**src/hdl/fdts_divider.sv**
```systemverilog
// Iterative restoring divider, one quotient bit per cycle.
// Depends on nothing beyond its parameters.
module fdts_divider #(
  parameter int NUM_W = 36,
  parameter int DEN_W = 4
) (
  input  logic             clk,
  input  logic             rst,
  input  logic             start,
  input  logic [NUM_W-1:0] num,
  input  logic [DEN_W-1:0] den,
  output logic             done,
  output logic [NUM_W-1:0] quo
);

  localparam int CNT_W = $clog2(NUM_W + 1);

  logic             busy;
  logic [CNT_W-1:0] cnt;
  logic [DEN_W-1:0] den_r;
  logic [DEN_W:0]   rem;
  logic [DEN_W:0]   trial;
  logic             fit;

  assign trial = {rem[DEN_W-1:0], quo[NUM_W-1]};
  assign fit   = trial >= {1'b0, den_r};

  always_ff @(posedge clk) begin
    if (rst) begin
      busy <= 1'b0;
      done <= 1'b0;
      cnt  <= '0;
    end else begin
      done <= 1'b0;
      if (start) begin
        busy <= 1'b1;
        cnt  <= CNT_W'(NUM_W);
      end else if (busy) begin
        cnt <= cnt - 1'b1;
        if (cnt == CNT_W'(1)) begin
          busy <= 1'b0;
          done <= 1'b1;
        end
      end
    end
  end

  always_ff @(posedge clk) begin
    if (start) begin
      quo   <= num;
      rem   <= '0;
      den_r <= den;
    end else if (busy) begin
      rem <= fit ? (trial - {1'b0, den_r}) : trial;
      quo <= {quo[NUM_W-2:0], fit};
    end
  end

endmodule

```
**config.mk**
```make
export PLATFORM = sky130hd
export DESIGN_NAME = fdts_divider
export DESIGN_NICKNAME = d
export VERILOG_FILES = /design/src/hdl/fdts_divider.sv
export SDC_FILE = /design/constraint.sdc
export NUM_CORES = 1
export LEC_CHECK = 0
export BUFFER_PORTS_ARGS = -buffer_cell sky130_fd_sc_hd__buf_4
export CORE_MARGIN = 2
export CORE_UTILIZATION = 55
export CTS_BUF_LIST = sky130_fd_sc_hd__clkbuf_8
export DETAILED_ROUTE_END_ITERATION = 10
export PLACE_DENSITY = 0.87
export SLEW_MARGIN = 20
export SYNTH_ARGS = -nofsm -noshare
export SYNTH_HDL_FRONTEND = slang
export SYNTH_SLANG_ARGS = --single-unit
```
**constraint.sdc**
```tcl
create_clock -name clk -period 4.7 [get_ports clk]
set_input_delay 0.47 -clock clk [delete_from_list [all_inputs] [get_ports clk]]
set_output_delay 0.47 -clock clk [all_outputs]
set_load 0.005 [all_outputs]
```
After elaboration in Yosys (flattened, before gate mapping) --
Cells that the tools add are included.
Operators by class: reductions and logical operators 3, muxes and demuxes 9, $add $sub $neg 2, bitwise operators 1, $lt $le $gt $ge 1, equality and inequality tests 1
Operators with widths (count):
- 36-bit two-way mux | 2
- 6-bit two-way mux | 2
- 6-bit by 1-bit == test with 1-bit output, second input constant | 1
- 6-bit by 1-bit subtractor with 6-bit output, second input constant | 1
- 5-bit by 4-bit >= comparator with 1-bit output | 1
- 1-bit two-way mux | 4
- 4-bit two-way mux | 1
- 4-bit subtractor | 1
- 3-bit OR reduction | 1
- 2-bit nonzero test | 1
- 2-bit OR reduction | 1
- 1-bit NOT | 1
Word-level totals: bits in registers 52, output and inout bits 37, word-level logic and storage cells 24, bits of input ports 43

Depth between registers and ports, before layout --
Gate-level depths: netlist of run 1.
word-level depth 4, depth in mapped cells 6, gate-level depth less buffers 6

Least setup slack after synthesis of run 1 --
No wires, ideal clock.
path kind input to register, from input port start, to register quo[0], enable pin, arrival 1.826 ns, setup slack 2.484 ns, library setup time 0.391 ns, buffers on the path 2, stages 4, required time 4.309 ns, path through clkbuf_1 > buf_1 > nor2_1 > inv_1
Between the ends: word-level cells in the longest chain between the ends 1
Ends and longest elaborated chain:
- start, declared | RTL line 9 | input logic start,
- 2-bit nonzero test (no line)
- end signal, assigned | RTL line 50 | quo <= num;
- end signal, assigned | RTL line 55 | quo <= {quo[NUM_W-2:0], fit};
- end, declared | RTL line 13 | output logic [NUM_W-1:0] quo
No other way between the ends. A chain may end at the register's enable or synchronous reset.

Final worst setup path of run 1 --
from register den_r[1], to register quo[0] (data pin)
Between the ends: word-level cells in the longest chain between the ends 3
Ends and longest elaborated chain:
- start, declared | RTL line 20 | logic [DEN_W-1:0] den_r;
- start signal, assigned | RTL line 52 | den_r <= den;
- 5-bit by 4-bit >= comparator with 1-bit output | RTL line 26 | assign fit = trial >= {1'b0, den_r};
- 36-bit two-way mux | RTL line 53 | end else if (busy) begin
- 36-bit two-way mux | RTL line 49 | if (start) begin
No other way between the ends. The select of a mux whose other input is x is not followed.

==> impl_metrics.toml, run 1 <==
[run_status]
result_of_the_run = "completed"

[die]
core_footprint_mm2 = 0.00403
ios = 80
start_util_pct = 57.7
floorplan.rows = 23
chipWidth_um = 69.0
fp.dieArea_mm2 = 0.00476
chipHeight_um = 69.0

[cells_and_area]
syn2layout_area_growth_pct = 31.6
finalNetCount = 288
diodes = 0
finalCoreUtilization_pct = 75.9
drive_above_1_share_pct = 52.3

[yosys]
synth_area_per_cell_um2 = 14.6
synth-seq-area-share_pct = 62.0
yosys.cell_count.top_type = "edfxtp_1"
ys_ff_latch = 52
netlist.top_cell.by_area = "edfxtp_1"
synthTopCellsByArea = "edfxtp_1 52%, mux2_2 17%, dfxtp_1 10%"
synth_warnings = 0
synth-edff-count = 40
asyncSetResetFlopFracSynth_pct = 0
netlist.area_leader.share_pct = 51.7
synthDistinctLibCells = 30
synthesis.nets = 209
number_of_instances_in_the_synthesized_netlist = 159
synth_common_cells = "40 x edfxtp_1, 36 x mux2_2, 12 x dfxtp_1"
ys.flop_type = "edfxtp_1"
synth.cell_area_mm2 = 0.00232

[sta]
final.min_clock_period_ps = 1930
rsz0062_at_grt = "no"
fmaxAchievable_ghz = 0.517
tns_ps = 0
final_number_of_max_transition_violations = 0
worst_slew_pin_slew_ps = 580
clock_skew_ps = 5.93
finalHoldViolations = 0
report.final.setup_viol = 0
min_period_over_period_pct = 41.2
worst_slew_margin_rel_pct = 61.3

[clock_tree]
clk_pin_slew_ps = 90
postCtsResizedCells = 0
cts-hold-fix-buffers = 0
ctsRootBufferMaster = "clkbuf_8"
clkLatencyLatePin_ps = 300
cts_max_path_buffers = 2
post-cts-setup-buffer-count = 0
cts_made_buffers = 5
cts.sink_count = 52
cts_tree = "built"
htree_num_levels = 2

[min_path]
hold_path_depth = 1
hold_path_end = "den_r[1]"
worst_hold_path_type = "input pin to flop"
hold_path_startpoint = "den[1]"

[critical_path]
crit_chain = "inv_1, ha_1, nor2b_1, o221a_4, or2_4, mux2_2"
crit_path_top_delay_cell = "edfxtp_1"
timing.critical_path.slowest_cell_delay_ps = 390
worstPathRequired_ps = 4760
worst_r2r_startpoint = "den_r[1]"
end_kind = "flop"
rr_endpoint = "quo[0]"
crit_type = "flop to flop"
cell_depth_of_the_worst_flop_to_flop_path = 6
worst-path-buf-inv = 1
crit_path_max_fanout = 5
critPathArrivalTime_ps = 1990
crit_path_start_kind = "flop"
critical_path.top_delay_family = "simple AND/OR/NAND/NOR gates"
r2r_slack_ps = 2770

[job]
drv.max_cap_violation_count = 0

[placed_design]
port_buffers = 79
globalplace.congestion = 0.807
hpwlAfterDp_mm = 3.18

[routing]
drc_errors = 0
drtPass1Iterations = 4
viasPerCell = 5.36
initialDrtViolationCount = 151
routedWlPerCell_um = 15.4
route.antenna.remaining_nets = 0
vias = 1550
finalWirelength_mm = 4.46

[global_route]
grt_max_degree = 50
global_route_wire_length_before_repair_mm = 7.72
groute.usage.overall_pct = 20.1
grt_antenna_before_repair = 0
overflow_after_grt = 0
number_of_global_route_vias_before_repair = 1620

[power]
power.leakage_nw = 1.27
vdd_drop_max_v = 0.000199
powerDensity_mw_per_mm2 = 349
how the worst max path moves through the flow:
stage	start	to	slack [ps]	cells past startpoint
3_3_place_gp	start	quo[17]	2790	4
3_5_place_dp	start	quo[13]	2780	4
6_report	den_r[1]	quo[0]	2770	6
4_1_cts	den_r[1]	quo[0]	2770	6
2_1_floorplan	start	quo[0]	2480	4
5_1_grt	den_r[1]	quo[0]	2710	6
cells in the final DEF, fill, tap and decap left out, types with 2 or more instances in the layout:
cell type	synthesis	final
nor4b_1	4	4
a311oi_1	2	2
a21oi_1	3	3
buf_4	0	80
nand2_1	6	6
o21ai_0	4	4
xnor2_1	3	3
xor2_1	3	3
nand3b_1	2	2
mux2_2	36	36
inv_1	9	11
nor2_1	5	5
ha_1	6	6
edfxtp_1	40	40
clkbuf_8	0	5
nor3_1	4	4
dfxtp_1	12	12
through the flow:
stage / setup WS, ps / std cells / total power, mW / instance area [um2] / hold slack [ps]
global placement: 2790 / 281 / 0.782 / 2950 / 478
detailed placement: 2780 / 281 / 0.787 / 2950 / 463
finish: 2770 / 289 / 1.07 / 3060 / 338
global route: 2710 / 289 / 1.12 / 3060 / 323
CTS: 2770 / 289 / 1.08 / 3060 / 329
floorplan: 2480 / 159 / 0.686 / 2320 / 426
layer usage:
layer,part of all wire [%],vias to the layer above,track usage (%)
met5,0,-,0
met4,0.47,0,6.32
met3,7.5,2,6.43
met2,50,61,30.9
met1,42,737,27.3
li1,-,750,-
state kept, by name, indices dropped and copies added, names as in the netlist:
signal / flops
busy: 1
cnt: 6
den_r: 4
done: 1
quo: 36
rem: 4
final cells by class:
type / instances / area, um2
sequential: 52 / 1440
fill: 292 / 970
multi-input combinational: 90 / 815
timing repair buffer: 80 / 601
clock buffer: 5 / 68.8
tap: 50 / 62.6
clock inverter: 3 / 37.5
inverter: 9 / 33.8
where the power goes:
group	internal (mW)	leakage [nW]	switching, mW
clock	0.155	0.0607	0.135
sequential	0.551	0.500	0.0301
combinational	0.119	0.707	0.0772
logic make-up after synthesis:
family	count (synthesis)	synth area share, %
xor+xnor	6	2.26
buf+inv	17	2.96
fa+ha+maj	7	4.09
simple gates	27	6.57
flops	52	62.0
mux	36	17.4
compound gates	14	4.68
Note: power is estimated with default switching activity, not from simulation.
==> run 2, diff against run 1 <==
ABC_AREA = 1   (was not set)
CORE_UTILIZATION = 47   (was 55)
PLACE_DENSITY = 0.78   (was 0.87)
clock period = 1.55 ns   (was 4.7 ns; I/O delays follow)
==> run 2 against run 1 <==
Routed wire length is 10% higher. Global-route usage is 2.0 points lower. Die area is 18% higher. Count of clock-buffer cells in the layout stayed put. Critical path depth stayed put. Critical endpoint is now rem[1]. Sequential share of layout area is 1.7 points lower. Fmax is 34% higher. Via count is 22% higher. Hold slack worse by 320 ps. Combinational power grew to 3.3 times the previous value. Synthesized cell count is 62% higher.
==> impl_metrics.toml, run 2 <==
[critical_path]
end_kind = "flop"
crit_path_max_fanout = 2
r2r_slack_ps = 110
crit_type = "flop to flop"
rr_endpoint = "rem[1]"
crit_path_start_kind = "flop"
cell_depth_of_the_worst_flop_to_flop_path = 6
worst_r2r_startpoint = "quo[35]"
worstPathRequired_ps = 1760
critPathArrivalTime_ps = 1650

[sta]
final_number_of_max_transition_violations = 0
report.final.setup_viol = 0
worst_slew_margin_rel_pct = 79.6
final.min_clock_period_ps = 1440
finalHoldViolations = 0
worst_slew_pin_slew_ps = 305
min_period_over_period_pct = 93.0
clock_skew_ps = 11.3
tns_ps = 0
fmaxAchievable_ghz = 0.694
rsz0062_at_grt = "no"

[yosys]
netlist.area_leader.share_pct = 50.8
ys.flop_type = "edfxtp_1"
synth_area_per_cell_um2 = 9.20
synth-edff-count = 40
synth-seq-area-share_pct = 61.0
synth_warnings = 0
number_of_instances_in_the_synthesized_netlist = 257
ys_ff_latch = 52
synthTopCellsByArea = "edfxtp_1 51%, nand2_1 20%, dfxtp_1 10%"
netlist.top_cell.by_area = "edfxtp_1"
asyncSetResetFlopFracSynth_pct = 0
synth.cell_area_mm2 = 0.00236
synth_common_cells = "127 x nand2_1, 40 x edfxtp_1, 20 x inv_1"
synthDistinctLibCells = 26
synthesis.nets = 307
yosys.cell_count.top_type = "nand2_1"

[clock_tree]
cts_made_buffers = 5
clkLatencyLatePin_ps = 310
cts_tree = "built"
cts.sink_count = 52
cts-hold-fix-buffers = 0
cts_max_path_buffers = 2
ctsRootBufferMaster = "clkbuf_8"
htree_num_levels = 2
clk_pin_slew_ps = 90

[placed_design]
globalplace.congestion = 0.820
place_area_mm2 = 0.00307
port_buffers = 79
hpwlAfterDp_mm = 3.68

[global_route]
number_of_global_route_vias_before_repair = 1719
groute.usage.overall_pct = 18.1
grt_antenna_before_repair = 0
global_route_wire_length_before_repair_mm = 7.59
overflow_after_grt = 0
grt_max_degree = 40

[cells_and_area]
syn2layout_area_growth_pct = 34.3
most_common_library_cell_in_the_layout_ignoring_fill_and_taps = "nand2_1"
reg.largest.list = "quo: 36 flops, cnt: 6 flops"
post-route-cell-area_mm2 = 0.00317
final-seq-area_mm2 = 0.00144
largest_register = "quo"
area_occupied_by_multi_input_gates_um2 = 811
commonest_non_fill_non_tap_cells_in_the_layout = "127 x nand2_1, 83 x buf_4, 40 x edfxtp_1"
largest_register_ffs = 36
fill_cells = 403
drive_above_1_share_pct = 29.9
finalNetCount = 390
diodes = 0

[die]
chipWidth_um = 74.9
ios = 80
chipHeight_um = 74.9
floorplan.rows = 25
start_util_pct = 49.4
fp.dieArea_mm2 = 0.00561
core_footprint_mm2 = 0.00479

[power]
powerDensity_mw_per_mm2 = 1000
vdd_drop_max_v = 0.000562
power.leakage_nw = 1.55

[routing]
route.antenna.remaining_nets = 0
drtPass1Iterations = 4
vias = 1884
initialDrtViolationCount = 116
drc_errors = 0
routedWlPerCell_um = 12.0
viasPerCell = 4.62
finalWirelength_mm = 4.91

[job]
drv.max_cap_violation_count = 0

[min_path]
hold_path_startpoint = "rst"
hold_path_depth = 2
hold_path_end = "busy"
worst_hold_path_type = "input pin to flop"

[run_status]
result_of_the_run = "completed"
[run 2: cell count changes in the layout (fill, tap and decap cells not counted), moves of 4 or more]
cell,previous run,this run
nand2_1,6,127
mux2_2,36,0
nand3_1,0,10
inv_1,11,19
nor4b_1,4,0
o21ai_0,4,0
[run 2: area by class of cell]
| cell class | instances | share of cell area (%) |
|---|---|---|
| Tap cell | 67 | 2.64 |
| Multi-Input combinational cell | 175 | 25.5 |
| Sequential cell | 52 | 45.4 |
| Inverter | 21 | 2.60 |
| Timing Repair Buffer | 85 | 20.9 |
| Clock inverter | 3 | 0.749 |
| Clock buffer | 5 | 2.17 |
[run 2: cells by family (layout without fill, tap and decap cells)]
group,Yosys count,count (layout),synth area share [%]
AOI/OAI and AO/OA,10,10,2.38
adders and majority gates,7,7,4.02
xor gates and xnor gates,1,1,0.371
buffers and inverters,30,114,5.13
DFF,52,52,61.0
and+or+nand+nor,157,157,27.1
[run 2: worst max-delay path by stage]
stage	slack, ps	endpoint	startpoint	depth (start not counted)
global route	40	rem[0]	den_r[2]	9
global placement	160	rem[2]	quo[35]	7
finish	110	rem[1]	quo[35]	6
detailed placement	60	rem[2]	quo[35]	7
CTS	60	rem[2]	quo[35]	7
floorplan	50	quo[0]	busy	3
[run 2: what timing repair did]
action	CTS	global route
gates resized for setup	0	1
setup buffers	0	1
endpoints found under the setup margin	0	1
[run 2: power by group]
part	leakage [nW]	internal, mW	switching (mW)
Sequential	0.508	1.67	0.0855
Combinational	1.01	0.334	0.314
Clock	0.0404	0.320	0.463
[run 2: worst max-delay path, cell delays in order, from the launching register on]
cell and delay, ps:
edfxtp_1 360, inv_1 80, ha_1 230, fa_2 530
nand2_1 50, nand3_1 60, nand2_1 40
[run 2: layer usage]
layer	global-route usage [%]	vias up	wire length (um)
li1	-	987	-
met3	6.16	5	360
met5	0	-	0
met2	29.1	66	2350
met4	5.36	0	42
met1	23.2	826	2150
[run 2: per-stage QoR]
step                std cells  hold slack (ps)  total power, mW  util (%)  setup WS [ps]
detailed placement        399              334             2.43      64.2           60.4
global placement          399              334             2.41      64.2            156
CTS                       407             7.75             3.21      66.1           63.8
finish                    408             18.8             3.18      66.3            109
global route              408             1.83             3.35      66.3           41.6
floorplan                 257              224             2.10         -           51.6
